===== src/rtl/core/ime_character_width_mapper_top_macros.svh =====
// assertion macros for the character width mapper
`ifndef IME_CHARACTER_WIDTH_MAPPER_TOP_MACROS_SVH
`define IME_CHARACTER_WIDTH_MAPPER_TOP_MACROS_SVH
`ifndef ASSERT_OFF
`define ASSERT_CLK(label, prop) \
	label: assert property (@(posedge clk) disable iff (!arst_n) prop) \
		else $error("assertion failed in character width mapper");
`define ASSERT_NEVER(label, expr) \
	label: assert property (@(posedge clk) disable iff (!arst_n) !(expr)) \
		else $error("forbidden condition in character width mapper");
`else
`define ASSERT_CLK(label, prop)
`define ASSERT_NEVER(label, expr)
`endif
`endif


===== src/rtl/core/ime_cwm_pkg.sv =====
// shared types, constants and mapping functions for the character width mapper
`timescale 1ns / 1ps
package ime_cwm_pkg;

	typedef enum logic [1:0] {
		KIND_KANA  = 2'd0,
		KIND_ALNUM = 2'd1,
		KIND_SPACE = 2'd2,
		KIND_RAW   = 2'd3
	} kind_t;

	localparam int unsigned CODE_W = 16;
	localparam int unsigned IDX_W  = 3;
	localparam int unsigned DATA_W = 64;

	localparam logic [IDX_W-1:0] REG_WIDTH_SELECT  = 3'd0;
	localparam logic [IDX_W-1:0] REG_PUNCT_STYLE   = 3'd1;
	localparam logic [IDX_W-1:0] REG_HALF_SYMBOLS  = 3'd2;
	localparam logic [IDX_W-1:0] REG_FORMS_LOW     = 3'd3;
	localparam logic [IDX_W-1:0] REG_FORMS_SECOND  = 3'd4;
	localparam logic [IDX_W-1:0] REG_FORMS_THIRD   = 3'd5;
	localparam logic [IDX_W-1:0] REG_FORMS_HIGH    = 3'd6;

	localparam logic [1:0] PUNCT_TOUTEN_KUTEN = 2'd0;
	localparam logic [1:0] PUNCT_FULL         = 2'd1;
	localparam logic [1:0] PUNCT_HALF         = 2'd2;
	localparam logic [1:0] PUNCT_TOUTEN_FULL  = 2'd3;

	localparam logic [1:0] FORM_FULL     = 2'd1;
	localparam logic [1:0] FORM_JAPANESE = 2'd2;

	localparam logic [DATA_W-1:0] FORMS_LOW_RST    = 64'd0;
	localparam logic [DATA_W-1:0] FORMS_SECOND_RST = 64'd9223372039136477192;
	localparam logic [DATA_W-1:0] FORMS_THIRD_RST  = 64'd612489549322387456;
	localparam logic [DATA_W-1:0] FORMS_HIGH_RST   = 64'd0;

	localparam logic [CODE_W-1:0] FULL_OFFSET  = 16'hFEE0;
	localparam logic [CODE_W-1:0] IDEO_SPACE   = 16'h3000;
	localparam logic [CODE_W-1:0] TOUTEN       = 16'h3001;
	localparam logic [CODE_W-1:0] KUTEN        = 16'h3002;
	localparam logic [CODE_W-1:0] FULL_COMMA   = 16'hFF0C;
	localparam logic [CODE_W-1:0] FULL_PERIOD  = 16'hFF0E;
	localparam logic [CODE_W-1:0] ASCII_SPACE  = 16'h0020;
	localparam logic [CODE_W-1:0] ASCII_COMMA  = 16'h002C;
	localparam logic [CODE_W-1:0] ASCII_PERIOD = 16'h002E;

	typedef struct packed {
		logic [2:0]        width_select;
		logic [1:0]        punct_style;
		logic              half_symbols;
		logic [DATA_W-1:0] forms_low;
		logic [DATA_W-1:0] forms_second;
		logic [DATA_W-1:0] forms_third;
		logic [DATA_W-1:0] forms_high;
	} cfg_t;

	function automatic logic [CODE_W-1:0] to_width(input logic [CODE_W-1:0] c,
			input logic full);
		logic [CODE_W-1:0] r;
		r = c;
		if (full) begin
			if (c == ASCII_SPACE) begin
				r = IDEO_SPACE;
			end else if (c >= 16'h0021 && c <= 16'h007E) begin
				r = CODE_W'(c + FULL_OFFSET);
			end
		end
		return r;
	endfunction

	function automatic logic [CODE_W-1:0] jp_symbol(input logic [CODE_W-1:0] c,
			input logic half);
		logic [CODE_W-1:0] r;
		r = c;
		if (half) begin
			unique case (c)
				16'h300C: r = 16'hFF62;
				16'h300D: r = 16'hFF63;
				16'h3001: r = 16'hFF64;
				16'h3002: r = 16'hFF61;
				16'h30FB: r = 16'hFF65;
				16'hFF01: r = 16'h0021;
				16'hFF1F: r = 16'h003F;
				default:  r = c;
			endcase
		end
		return r;
	endfunction

	function automatic logic [CODE_W-1:0] jp_mark(input logic [CODE_W-1:0] c);
		logic [CODE_W-1:0] r;
		unique case (c)
			16'h005B: r = 16'h300C;
			16'h005D: r = 16'h300D;
			16'h007B: r = 16'h300E;
			16'h007D: r = 16'h300F;
			16'h002F: r = 16'h30FB;
			16'h002D: r = 16'h30FC;
			16'h007E: r = 16'h301C;
			16'h0021: r = 16'hFF01;
			16'h003F: r = 16'hFF1F;
			default:  r = 16'h0000;
		endcase
		return r;
	endfunction

	function automatic logic is_digit(input logic [CODE_W-1:0] c);
		return c >= 16'h0030 && c <= 16'h0039;
	endfunction

	function automatic logic is_letter(input logic [CODE_W-1:0] c);
		return (c >= 16'h0061 && c <= 16'h007A) || (c >= 16'h0041 && c <= 16'h005A);
	endfunction

endpackage


===== src/rtl/core/ime_character_width_mapper_top.sv =====
// an accepted input item passes the input register and then the result register before it is valid at the output
// throughput: one item per cycle while the output is not stalled, set by the input and result registers
// each stage holds its item while the stage after it is full and stalled
// reset: arst_n clears both stage valid flags and loads register defaults
// configuration writes are always ready and take effect on the next cycle
`timescale 1ns / 1ps
`include "ime_character_width_mapper_top_macros.svh"
module ime_character_width_mapper_top (
	input  logic                           clk,
	input  logic                           arst_n,
	input  logic                           s_tvalid,
	output logic                           s_tready,
	input  logic [15:0]                    s_tdata,   // char_code
	input  logic [1:0]                     s_tuser,   // kind
	output logic                           m_tvalid,
	input  logic                           m_tready,
	output logic [15:0]                    m_tdata,   // out_code
	input  logic                           cfg_valid,
	output logic                           cfg_ready,
	input  logic [ime_cwm_pkg::IDX_W-1:0]  cfg_index,
	input  logic [ime_cwm_pkg::DATA_W-1:0] cfg_data
);
	import ime_cwm_pkg::*;

	cfg_t              cfg;
	logic              valid_s1;
	kind_t             kind_s1;
	logic [CODE_W-1:0] code_s1;
	logic              valid_s2;
	logic [CODE_W-1:0] code_s2;
	logic [CODE_W-1:0] mapped;
	logic              adv_s2;
	logic              adv_s1;

	assign cfg_ready = 1'b1;

	ime_cwm_cfg u_cfg (
		.clk      (clk),
		.arst_n   (arst_n),
		.wr_en    (cfg_valid && cfg_ready),
		.wr_index (cfg_index),
		.wr_data  (cfg_data),
		.cfg      (cfg)
	);

	assign adv_s2   = !valid_s2 || m_tready;
	assign adv_s1   = !valid_s1 || adv_s2;
	assign s_tready = adv_s1;

	// input register
	always_ff @(posedge clk or negedge arst_n) begin
		if (!arst_n) begin
			valid_s1 <= 1'b0;
		end else if (adv_s1) begin
			valid_s1 <= s_tvalid;
		end
	end

	always_ff @(posedge clk) begin
		if (adv_s1 && s_tvalid) begin
			kind_s1 <= kind_t'(s_tuser);
			code_s1 <= s_tdata;
		end
	end

	ime_cwm_map u_map (
		.cfg       (cfg),
		.kind      (kind_s1),
		.char_code (code_s1),
		.out_code  (mapped)
	);

	// result register
	always_ff @(posedge clk or negedge arst_n) begin
		if (!arst_n) begin
			valid_s2 <= 1'b0;
		end else if (adv_s2) begin
			valid_s2 <= valid_s1;
		end
	end

	always_ff @(posedge clk) begin
		if (adv_s2 && valid_s1) begin
			code_s2 <= mapped;
		end
	end

	assign m_tvalid = valid_s2;
	assign m_tdata  = code_s2;

	`ASSERT_CLK(a_accept_fills_s1, s_tvalid && s_tready |=> valid_s1)
	`ASSERT_CLK(a_s1_holds_on_stall, valid_s1 && !adv_s2 |=> valid_s1 && $stable(code_s1))
	`ASSERT_NEVER(a_ready_when_out_empty, !valid_s2 && !s_tready)
	`ASSERT_CLK(a_s1_moves_to_s2, valid_s1 && adv_s2 |=> valid_s2)

endmodule


===== src/rtl/core/ime_cwm_cfg.sv =====
// configuration register bank for the character width mapper
`timescale 1ns / 1ps
module ime_cwm_cfg (
	input  logic                          clk,
	input  logic                          arst_n,
	input  logic                          wr_en,
	input  logic [ime_cwm_pkg::IDX_W-1:0] wr_index,
	input  logic [ime_cwm_pkg::DATA_W-1:0] wr_data,
	output ime_cwm_pkg::cfg_t             cfg
);
	import ime_cwm_pkg::*;

	cfg_t cfg_q;

	always_ff @(posedge clk or negedge arst_n) begin
		if (!arst_n) begin
			cfg_q.width_select <= 3'd0;
			cfg_q.punct_style  <= 2'd0;
			cfg_q.half_symbols <= 1'b0;
			cfg_q.forms_low    <= FORMS_LOW_RST;
			cfg_q.forms_second <= FORMS_SECOND_RST;
			cfg_q.forms_third  <= FORMS_THIRD_RST;
			cfg_q.forms_high   <= FORMS_HIGH_RST;
		end else if (wr_en) begin
			unique case (wr_index)
				REG_WIDTH_SELECT: cfg_q.width_select <= wr_data[2:0];
				REG_PUNCT_STYLE:  cfg_q.punct_style  <= wr_data[1:0];
				REG_HALF_SYMBOLS: cfg_q.half_symbols <= wr_data[0];
				REG_FORMS_LOW:    cfg_q.forms_low    <= wr_data;
				REG_FORMS_SECOND: cfg_q.forms_second <= wr_data;
				REG_FORMS_THIRD:  cfg_q.forms_third  <= wr_data;
				REG_FORMS_HIGH:   cfg_q.forms_high   <= wr_data;
				default: ;
			endcase
		end
	end

	assign cfg = cfg_q;

endmodule


===== src/rtl/core/ime_cwm_map.sv =====
// combinational character mapping between the input and result registers
`timescale 1ns / 1ps
module ime_cwm_map (
	input  ime_cwm_pkg::cfg_t              cfg,
	input  ime_cwm_pkg::kind_t             kind,
	input  logic [ime_cwm_pkg::CODE_W-1:0] char_code,
	output logic [ime_cwm_pkg::CODE_W-1:0] out_code
);
	import ime_cwm_pkg::*;

	logic [DATA_W-1:0] forms_word;
	logic [1:0]        form;
	logic [CODE_W-1:0] mark;
	logic [CODE_W-1:0] punct_code;
	logic [CODE_W-1:0] kana_code;
	logic              is_comma;
	logic              alnum_full;

	always_comb begin
		unique case (char_code[6:5])
			2'd0:    forms_word = cfg.forms_low;
			2'd1:    forms_word = cfg.forms_second;
			2'd2:    forms_word = cfg.forms_third;
			default: forms_word = cfg.forms_high;
		endcase
		form = forms_word[{char_code[4:0], 1'b0} +: 2];
		mark = jp_mark(char_code);
	end

	// comma and period styles
	always_comb begin
		is_comma = (char_code == ASCII_COMMA);
		unique case (cfg.punct_style)
			PUNCT_TOUTEN_KUTEN: punct_code = jp_symbol(is_comma ? TOUTEN : KUTEN,
				cfg.half_symbols);
			PUNCT_FULL:         punct_code = is_comma ? FULL_COMMA : FULL_PERIOD;
			PUNCT_HALF:         punct_code = is_comma ? ASCII_COMMA : ASCII_PERIOD;
			PUNCT_TOUTEN_FULL:  punct_code = is_comma ?
				jp_symbol(TOUTEN, cfg.half_symbols) : FULL_PERIOD;
			default:            punct_code = char_code;
		endcase
	end

	always_comb begin
		priority if (is_digit(char_code)) begin
			kana_code = to_width(char_code, cfg.width_select[0]);
		end else if (is_letter(char_code)) begin
			kana_code = to_width(char_code, cfg.width_select[1]);
		end else if (char_code == ASCII_COMMA || char_code == ASCII_PERIOD) begin
			kana_code = punct_code;
		end else if (char_code[15:7] != 9'd0) begin
			kana_code = char_code;
		end else if (form == FORM_FULL) begin
			kana_code = to_width(char_code, 1'b1);
		end else if (form == FORM_JAPANESE) begin
			kana_code = (mark != 16'h0000) ? jp_symbol(mark, cfg.half_symbols)
				: to_width(char_code, 1'b1);
		end else begin
			kana_code = char_code;
		end
	end

	always_comb begin
		alnum_full = is_digit(char_code) ? cfg.width_select[0] : cfg.width_select[1];
		unique case (kind)
			KIND_KANA:  out_code = kana_code;
			KIND_ALNUM: out_code = to_width(char_code, alnum_full);
			KIND_SPACE: out_code = to_width(ASCII_SPACE, cfg.width_select[2]);
			KIND_RAW:   out_code = char_code;
			default:    out_code = char_code;
		endcase
	end

endmodule

===== config.mk =====
export PLATFORM = sky130hd
export DESIGN_NAME = ime_character_width_mapper_top
export DESIGN_NICKNAME = d
export VERILOG_FILES = /design/src/rtl/core/ime_cwm_pkg.sv /design/src/rtl/core/ime_character_width_mapper_top.sv /design/src/rtl/core/ime_cwm_cfg.sv /design/src/rtl/core/ime_cwm_map.sv
export VERILOG_INCLUDE_DIRS = /design/src /design/src/rtl/core
export SDC_FILE = /design/constraint.sdc
export NUM_CORES = 1
export LEC_CHECK = 0
export BUFFER_PORTS_ARGS = -buffer_cell sky130_fd_sc_hd__buf_2
export CAP_MARGIN = 20
export CORE_MARGIN = 4
export CORE_UTILIZATION = 60
export CTS_CLUSTER_SIZE = 14
export DETAILED_ROUTE_END_ITERATION = 16
export PLACE_DENSITY = 0.8
export SYNTH_ARGS = -nofsm -noshare
export SYNTH_HDL_FRONTEND = slang
export SYNTH_SLANG_ARGS = --single-unit

===== constraint.sdc =====
create_clock -name clk -period 3.85 [get_ports clk]
set_input_delay 0.385 -clock clk [delete_from_list [all_inputs] [get_ports clk]]
set_output_delay 0.385 -clock clk [all_outputs]
set_load 0.1 [all_outputs]

==> results of run 1 <==
metal layers:
layer	vias to the layer above	share of wire, %	global-route usage, %
met5	-	0	0
met2	479	49	47.1
met1	5520	41	40.5
li1	4799	-	-
met3	91	7.2	5.34
met4	0	3.0	9.00
worst min-delay path by stage:
stage	from	to	slack, ns	depth (start not counted)
floorplan	arst_n	m_tvalid	0.09	0
global placement	valid_s1	m_tvalid	0.47	1
detailed placement	u_cfg.cfg[15]	u_cfg.cfg[15]	0.49	1
CTS	s_tvalid	valid_s1	0.007	2
global route	s_tvalid	valid_s1	0.03	2
finish	s_tvalid	valid_s1	0.02	2
timing repair:
item / CTS / global route
hold buffers: 19 / 0
gates resized for setup: 0 / 6
endpoints found under the hold margin: 127 / 0
endpoints found under the setup margin: 0 / 15
state kept, by name (all words and copies together), names as in the netlist:
name       count
kind_s1        2
m_tdata       16
m_tvalid       1
code_s1       16
u_cfg.cfg    262
valid_s1       1
per-stage QoR:
step / std cells / hold WS (ns)
6_report: 1683 / 0.0192
5_1_grt: 1683 / 0.0304
2_1_floorplan: 1218 / 0.0894
4_1_cts: 1682 / 0.00679
3_3_place_gp: 1606 / 0.470
3_5_place_dp: 1606 / 0.488
critical path, stage by stage (launching register included):
cell	delay (ns)
edfxtp_1	0.45
inv_1	0.22
ha_4	0.31
buf_12	0.24
a22oi_1	0.14
a221oi_1	0.32
nor4_1	0.10
o21ai_0	0.32
nor2_1	0.13
a22o_2	0.31
nor3_1	0.19
buf_4	0.17
a21oi_1	0.07
a211oi_1	0.26
o31ai_1	0.09
where the power goes:
part           switching, mW  leakage, nW  internal, mW  total (mW)
clock                   1.23        0.528          1.83        3.06
combinational          0.808         3.17         0.786        1.59
sequential             0.403         3.49          3.84        4.24
total                   2.44         7.18          6.45        8.90
cells in the final DEF, fill, tap and decap left out, types with 31 or more instances in the layout:
| master | count |
|---|---|
| nand2_1 | 73 |
| mux2_2 | 262 |
| buf_4 | 46 |
| a22oi_1 | 50 |
| dfrtp_1 | 258 |
| clkbuf_16 | 31 |
| buf_2 | 106 |
| edfxtp_1 | 34 |
| a21oi_1 | 89 |
| inv_1 | 37 |
final cells by class:
cell class / instances / area (um2)
multi-input combinational: 790 / 6510
clock buffer: 49 / 953
inverter: 39 / 146
antenna: 1 / 2.50
sequential: 298 / 7630
clock inverter: 8 / 106
timing repair buffer: 179 / 1220
fill: 1593 / 6780
tap: 319 / 399
cells by family (layout without fill, tap and decap cells):
logic type | count (synthesis) | count (layout) | synth area share (%)
compound gates | 295 | 295 | 14.2
xor+xnor | 2 | 2 | 0.119
fa+ha+maj | 10 | 10 | 0.852
buf+inv | 130 | 275 | 4.07
flops | 298 | 298 | 52.0
mux | 274 | 274 | 21.4
other cells | 1 | 2 | 0.0255
simple gates | 208 | 208 | 7.38
==> flow_metrics.tcl, run 1 <==
set metrics [dict create \
    post-synth-top-count-cell "mux2_2" \
    place_area_um2 15700 \
    drc 0 \
    clockBufferDepth 3 \
    port_buffers 107 \
    relSlewSlack_pct 28.9 \
    grt_max_degree 115 \
    gp_congestion 0.909 \
    syn_area_um2 14700 \
    yosysSeqAreaShare_pct 52.0 \
    setup_violations 0 \
    postCtsSetupBuffers 0 \
    hold_class "in -> reg" \
    drive_gt1_share_pct 37.2 \
    drv_slew 0 \
    fmax_mhz 279 \
    gr-usage-all-layers_pct 29.1 \
    antenna_found_initial 1 \
    ant_nets 0 \
    die_area_um2 27000 \
    cap_violations 0 \
    reg2reg_slack_ns 0.26 \
    finalWorstSetupSlack_ns 0.260 \
    ioPinCount 109 \
    synthArstFlopShare_pct 88.6 \
    power_density_nw_per_um2 524 \
    vias_per_cell 6.47 \
    synth_nets 1318 \
    leakagePower_nw 7.18 \
    worstPathRequired_ns 4.17 \
    core_um2 23800 \
    dp_hpwl_um 25100 \
    final_hold_viol_count 0 \
    status "finished, final reports clean" \
    reg2reg_from "code_s1[5]" \
    ys_ff_latch 298 \
    dieHeight_um 164 \
    clock-sinks 298 \
    netlist_instances 1218 \
    die_w_um 164 \
    synth.top_cell.area_share_pct 44.0 \
    synth_edf_count 34 \
    wire_per_inst_um 23.0 \
    drt-pass1-iter-count 5 \
    worst_ir_drop_vdd_mv 0.504 \
    synth.avg_cell_area_um2 12.1 \
    root_buffer "clkbuf_16" \
    crit_fanout 30 \
    worstMarginPinSlew_ns 1.07 \
    clk_latency_ns 0.58 \
    dp_slack_ns 0.0883 \
    rr_endpoint "m_tdata[5]" \
    row_count 56 \
    h-tree-depth 1 \
    finalWirelength_um 38700 \
    drt-initial-drc-count 1010 \
    crit_path_start_kind "flip-flop" \
    r2r_cells 14 \
    cp-end-kind "flip-flop" \
    cts_buffers 31 \
    yosys_most_used_dff "dfrtp_1" \
    crit_start "code_s1[5]" \
    grt_pass1_wl_um 62400 \
    ys_top_cells_by_count "mux2_2, dfrtp_1, a21oi_1" \
    start_util_pct 61.8 \
    post-route-period-util_pct 93.3 \
    power_mw 8.90 \
    syn2layout_area_growth_pct 15.5 \
    dr_total_vias 10900 \
    first_global_vias 11300 \
    rsz0062_at_grt "false" \
    tns_ns 0 \
    path_class "reg -> reg" \
    cts_tree "done" \
    gr-total-overflow 0 \
    final_area_um2 17000 \
    clk_pin_slew_worst_paths_ns 0.06 \
    yosys_warnings 0 \
    arrival_ns 3.91 \
    endpoint "m_tdata[5]" \
    synth_top_cell_by_area "dfrtp_1" \
    skew_ns 0.00931 \
    synth_cell_types 88 \
    netlist_top_cells_area "dfrtp_1, mux2_2, edfxtp_1" \
    post-route-util_pct 71.5 \
    finalCriticalPeriod_ns 3.59 \
    layout.nets 1439 \
]
Note: power is estimated with default switching activity, not from simulation.
==> run 2: changes to the inputs <==
--- a/config.mk
+++ b/config.mk
@@ -9,10 +9,10 @@
 export BUFFER_PORTS_ARGS = -buffer_cell sky130_fd_sc_hd__buf_2
 export CAP_MARGIN = 20
 export CORE_MARGIN = 4
-export CORE_UTILIZATION = 60
+export CORE_UTILIZATION = 55
 export CTS_CLUSTER_SIZE = 14
 export DETAILED_ROUTE_END_ITERATION = 16
-export PLACE_DENSITY = 0.8
+export PLACE_DENSITY = 0.77
 export SYNTH_ARGS = -nofsm -noshare
 export SYNTH_HDL_FRONTEND = slang
 export SYNTH_SLANG_ARGS = --single-unit
==> constraint.sdc (replaced) <==
create_clock -name clk -period 2.9 [get_ports clk]
set_input_delay 0.29 -clock clk [delete_from_list [all_inputs] [get_ports clk]]
set_output_delay 0.29 -clock clk [all_outputs]
set_load 0.1 [all_outputs]
==> run 2 against run 1 <==
The run now ends with negative setup slack left; sequential power is 33% higher; routed wire length grew 14%; clock skew rose by 0.0033 ns; sequential share of layout area shrank 5.3 points; critical path depth rose by 5; combinational power up 62%; via count is 10% higher; worst setup slack got worse by 0.70 ns; critical endpoint is now m_tdata[6]; final cell count up 13%; non-clock buffer count increased by 195.
==> flow_metrics.tcl, run 2 (synthesis results as in run 1) <==
set metrics [dict create \
    holdWs_ns 0.0116 \
    final_hold_viol_count 0 \
    skew_ns 0.0126 \
    finalWorstSetupSlack_ns -0.441 \
    crit_fanout 4 \
    grt_pass1_wl_um 69200 \
    dp_hpwl_um 28300 \
    hold_class "in -> reg" \
    final_area_um2 19300 \
    cts_buffers 31 \
    tns_ns -5.88 \
    dieHeight_um 171 \
    arrival_ns 3.77 \
    drc 0 \
    drt-initial-drc-count 1428 \
    mostFrequentLayoutCell "mux2_2" \
    gr-total-overflow 0 \
    die_area_um2 29400 \
    rsz0062_at_grt "true" \
    worst-path-buf-inv 8 \
    clk_latency_ns 0.57 \
    drv_slew 0 \
    mostFrequentLayoutCells "mux2_2, dfrtp_1, buf_4, buf_2, a21oi_1" \
    place_area_um2 16900 \
    cp_top_family "compound AO/OA/AOI/OAI gates" \
    vias_per_cell 6.33 \
    cap_violations 0 \
    cp-end-kind "flip-flop" \
    gp_congestion 0.893 \
    drt-pass1-iter-count 6 \
    power_density_nw_per_um2 639 \
    h-tree-depth 1 \
    start_util_pct 56.2 \
    root_buffer "clkbuf_16" \
    critical-path-slowest-cell "edfxtp_1" \
    finalCriticalPeriod_ns 3.34 \
    layout.nets 1636 \
    worst_ir_drop_vdd_mv 0.499 \
    row_count 59 \
    fmax_mhz 299 \
    worstMarginPinSlew_ns 0.971 \
    ant_nets 0 \
    post-route-period-util_pct 115 \
    leakagePower_nw 8.31 \
    clockBufferDepth 3 \
    status "finished, violations left" \
    clk_pin_slew_worst_paths_ns 0.06 \
    violations "negative setup slack" \
    cpPeakStageDelay_ns 0.39 \
    crit_path_start_kind "flip-flop" \
    power_mw 12.3 \
    path_class "reg -> reg" \
    core_um2 26100 \
    wire_per_inst_um 23.2 \
    path_common_cell "buf_6" \
    crit_chain "buf_6 -> inv_8 -> ha_4 -> buf_12 -> buf_4 -> buf_6 -> a22oi_1 -> a221oi_1 -> a21oi_1 -> a21oi_2 -> nor3_2 -> a22o_4 -> buf_6 -> buf_12 -> o21ai_4 -> buf_6 -> nand2_4 -> o221a_4 -> o21ai_2" \
    dr_total_vias 12000 \
    drive_gt1_share_pct 46.6 \
    gr-usage-all-layers_pct 29.9 \
    port_buffers 107 \
    antenna_found_initial 1 \
    ioPinCount 109 \
    die_w_um 171 \
    syn2layout_area_growth_pct 31.1 \
    relSlewSlack_pct 34.9 \
    grt_max_degree 82 \
    largest_reg_flops 262 \
    cts_tree "done" \
    setup_violations 16 \
    clock-sinks 298 \
    finalWirelength_um 44000 \
    first_global_vias 12400 \
    worstPathRequired_ns 3.33 \
]
run 2: changes by cell type in the layout (fill, tap and decap cells not counted), moves of 9 or more:
cell	change
a21oi_1	-9
a221oi_1	-9
a221oi_2	+9
buf_12	+19
buf_4	+117
buf_6	+20
dlygate4sd3_1	+34
run 2: power by group:
part           switching [mW]  internal [mW]  leakage [nW]  total [mW]
Combinational            1.27           1.32          4.30        2.58
Clock                    1.69           2.38         0.517        4.07
Sequential              0.550           5.10          3.48        5.65
Total                    3.51           8.80          8.31        12.3
run 2: worst register-to-register path: stages, from the launching register on:
cell and delay, ns:
edfxtp_1 0.39, buf_6 0.16, inv_8 0.06, ha_4 0.19, buf_12 0.13, buf_4 0.14, buf_6 0.11, a22oi_1 0.08
a221oi_1 0.38, a21oi_1 0.10, a21oi_2 0.21, nor3_2 0.08, a22o_4 0.28, buf_6 0.13, buf_12 0.11, o21ai_4 0.09
buf_6 0.14, nand2_4 0.04, o221a_4 0.27, o21ai_2 0.10
run 2: cell type report:
type	count	area [um2]
flip-flops and latches	298	7640
multi-input cells	792	6870
fillers	1670	6870
repair buffers	374	3120
clock buffers	46	925
well taps	335	419
inverters	39	166
clock inverters	12	120
diodes	1	2.50
run 2: path summary, 6_finish.rpt:
check                           slack, ns          from              to  depth (start not counted)
min in group asynchronous            0.28        arst_n  u_cfg.cfg[190]                          2
max in group asynchronous            1.76        arst_n        m_tvalid                          3
worst max register to register      -0.44    code_s1[5]      m_tdata[6]                         19
worst min register to register       0.50      valid_s1        m_tvalid                          1
worst min-delay path                 0.01  cfg_data[63]  u_cfg.cfg[127]                          2
worst max-delay path                -0.44    code_s1[5]      m_tdata[6]                         19
run 2: metrics by stage:
step           setup WS [ns]  instances  util [%]
2_1_floorplan        -0.0364       1218         -
3_3_place_gp          -0.413       1753      64.8
3_5_place_dp          -0.470       1753      64.8
4_1_cts               -0.291       1892      73.3
5_1_grt               -0.485       1897      73.7
6_report              -0.441       1897      73.7
run 2: routing by layer:
metal | share of wire, % | track usage (%) | routed length [um] | vias to the layer above
li1 | - | - | - | 5208
met1 | 41 | 41.4 | 18000 | 6063
met2 | 47 | 47.7 | 20500 | 585
met3 | 8.1 | 5.03 | 3580 | 157
met4 | 4.2 | 11.9 | 1860 | 0
met5 | 0 | 0 | 0 | -
run 2: repair_timing:
item                                    4_1_cts  5_1_grt
cloned                                        4        0
resized for setup                            90       14
hold buffers                                 53        0
endpoints found under the hold margin       175        0
endpoints found under the setup margin       16       16
pin swaps                                    45        6
buffers inserted                             25        5
==> run 3: changes to the inputs <==
--- a/config.mk
+++ b/config.mk
@@ -8,11 +8,13 @@
 export LEC_CHECK = 0
 export BUFFER_PORTS_ARGS = -buffer_cell sky130_fd_sc_hd__buf_2
 export CAP_MARGIN = 20
+export CELL_PAD_IN_SITES_DETAIL_PLACEMENT = 1
+export CELL_PAD_IN_SITES_GLOBAL_PLACEMENT = 1
 export CORE_MARGIN = 4
-export CORE_UTILIZATION = 55
+export CORE_UTILIZATION = 45
 export CTS_CLUSTER_SIZE = 14
 export DETAILED_ROUTE_END_ITERATION = 16
-export PLACE_DENSITY = 0.77
+export PLACE_DENSITY_LB_ADDON = 0.1
 export SYNTH_ARGS = -nofsm -noshare
 export SYNTH_HDL_FRONTEND = slang
 export SYNTH_SLANG_ARGS = --single-unit
==> constraint.sdc (replaced) <==
create_clock -name clk -period 2.9 [get_ports clk]
set_input_delay 0.58 -clock clk [delete_from_list [all_inputs] [get_ports clk]]
set_output_delay 0.58 -clock clk [all_outputs]
set_load 0.1 [all_outputs]
==> run 3 against run 2 <==
Die area rose by 21%; sequential cell count did not move; worst hold slack improved by 0.040 ns; routed wire length rose by 5.5%; the run still ends with negative setup slack left; largest power group unchanged; highest routed layer unchanged; final cell count rose by 2.8%; clock power rose by 13%; clock skew rose by 0.0090 ns; design area fell by 1.8%.
==> flow_metrics.tcl, run 3 (synthesis results as in run 1) <==
set metrics [dict create \
    clk_pin_slew_worst_paths_ns 0.06 \
    mostFrequentLayoutCells "mux2_2, dfrtp_1, buf_4, buf_2, a21oi_1" \
    rsz0062_at_grt "true" \
    cts_buffers 34 \
    dieHeight_um 189 \
    status "finished, violations left" \
    first_global_vias 12500 \
    port_buffers 107 \
    drv_slew 0 \
    post-route-period-util_pct 118 \
    finalCriticalPeriod_ns 3.42 \
    fmax_mhz 292 \
    stdcell_count 1950 \
    mostFrequentLayoutCell "mux2_2" \
    crit_path_start_kind "flip-flop" \
    cap_violations 0 \
    setup_violations 16 \
    hold_buffers 0 \
    syn2layout_area_growth_pct 28.8 \
    cts_tree "done" \
    finalWorstSetupSlack_ns -0.524 \
    wire_per_inst_um 23.8 \
    violations "negative setup slack" \
    die_area_um2 35600 \
    post-route-util_pct 59.4 \
    gr-usage-all-layers_pct 25.7 \
    root_buffer "clkbuf_16" \
    clockBufferDepth 3 \
    grt_pass1_wl_um 73000 \
    gr-total-overflow 0 \
    crit_fanout 8 \
    antenna_found_initial 0 \
    worst_ir_drop_vdd_mv 0.527 \
    ant_nets 0 \
    dp_hpwl_um 31800 \
    finalWirelength_um 46400 \
    hold_class "in -> async" \
    leakagePower_nw 8.17 \
    arrival_ns 3.68 \
    grt_max_degree 74 \
    gp_congestion 0.890 \
    skew_ns 0.0216 \
    fillerInstances 3285 \
    vias_per_cell 5.82 \
    drt-pass1-iter-count 7 \
    power_density_nw_per_um2 670 \
    num_antenna_cells 0 \
    clock-sinks 298 \
    tns_ns -7.11 \
    layout.nets 1591 \
    worstMarginPinSlew_ns 0.793 \
    placedCellCount 1860 \
    core_um2 31900 \
    path_class "reg -> reg" \
    cp-end-kind "flip-flop" \
    dr_total_vias 11300 \
    largest_reg_flops 262 \
    worstPathRequired_ns 3.15 \
    relSlewSlack_pct 46.8 \
    drc 0 \
    drt-initial-drc-count 756 \
    h-tree-depth 2 \
    clk_latency_ns 0.52 \
    row_count 65 \
    ioPinCount 109 \
    final_hold_viol_count 0 \
    drive_gt1_share_pct 48.2 \
    start_util_pct 46.1 \
    die_w_um 189 \
]
## run 3: path summary, 6_finish.rpt
path	start	end	slack, ns	cells past startpoint
max	code_s1[6]	m_tdata[5]	-0.52	17
min	arst_n	u_cfg.cfg[161]	0.05	1
max reg2reg	code_s1[6]	m_tdata[5]	-0.52	17
min reg2reg	valid_s1	m_tvalid	0.49	1
max in group asynchronous	arst_n	u_cfg.cfg[191]	2.01	2
min in group clk	s_tdata[9]	code_s1[9]	0.24	1
## run 3: layer usage
metal	share of wire, %	GRT usage [%]
met5	0	0
met4	2.2	6.11
met3	4.4	4.08
met2	48	43.2
met1	45	35.4
## run 3: report_power, final
| group | switching, mW | internal (mW) |
|---|---|---|
| sequential | 0.530 | 5.10 |
| combinational | 1.22 | 1.23 |
| clock | 1.78 | 2.82 |
## run 3: area by class of cell
cell class,instances,area (um2),area share (%)
sequential,298,7640,40.4
clock buffer,48,1020,5.37
timing repair buffer,328,2600,13.8
clock inverter,12,183,0.965
inverter,39,164,0.866
multi-input combinational,790,6780,35.8
tap,435,544,2.88
## run 3: what timing repair did
action / CTS / global route
pin swaps: 38 / 19
resized for setup: 62 / 22
setup endpoints to repair: 16 / 16
buffers inserted: 23 / 8
cloned: 0 / 0
## run 3: worst max-delay path, stage by stage (launching register included)
cell      delay [ns]
edfxtp_1        0.38
buf_6           0.13
clkinv_8        0.05
buf_12          0.11
ha_4            0.21
buf_12          0.16
buf_8           0.13
a222oi_1        0.25
o21ai_1         0.14
a21oi_1         0.21
a41oi_2         0.19
o21ai_2         0.15
a22o_4          0.20
buf_6           0.11
o21ai_4         0.10
a21o_2          0.24
a211oi_4        0.26
o31ai_1         0.11
## run 3: stage by stage
stage	hold WS [ns]	total power, mW	setup slack [ns]	cell area (um2)
floorplan	0.284	7.04	-0.0364	14800
global placement	0.465	7.85	-0.753	17100
detailed placement	0.471	7.98	-0.785	17100
CTS	0.0636	12.7	-0.435	18800
global route	0.0884	13.3	-0.656	18900
finish	0.0511	12.7	-0.524	18900
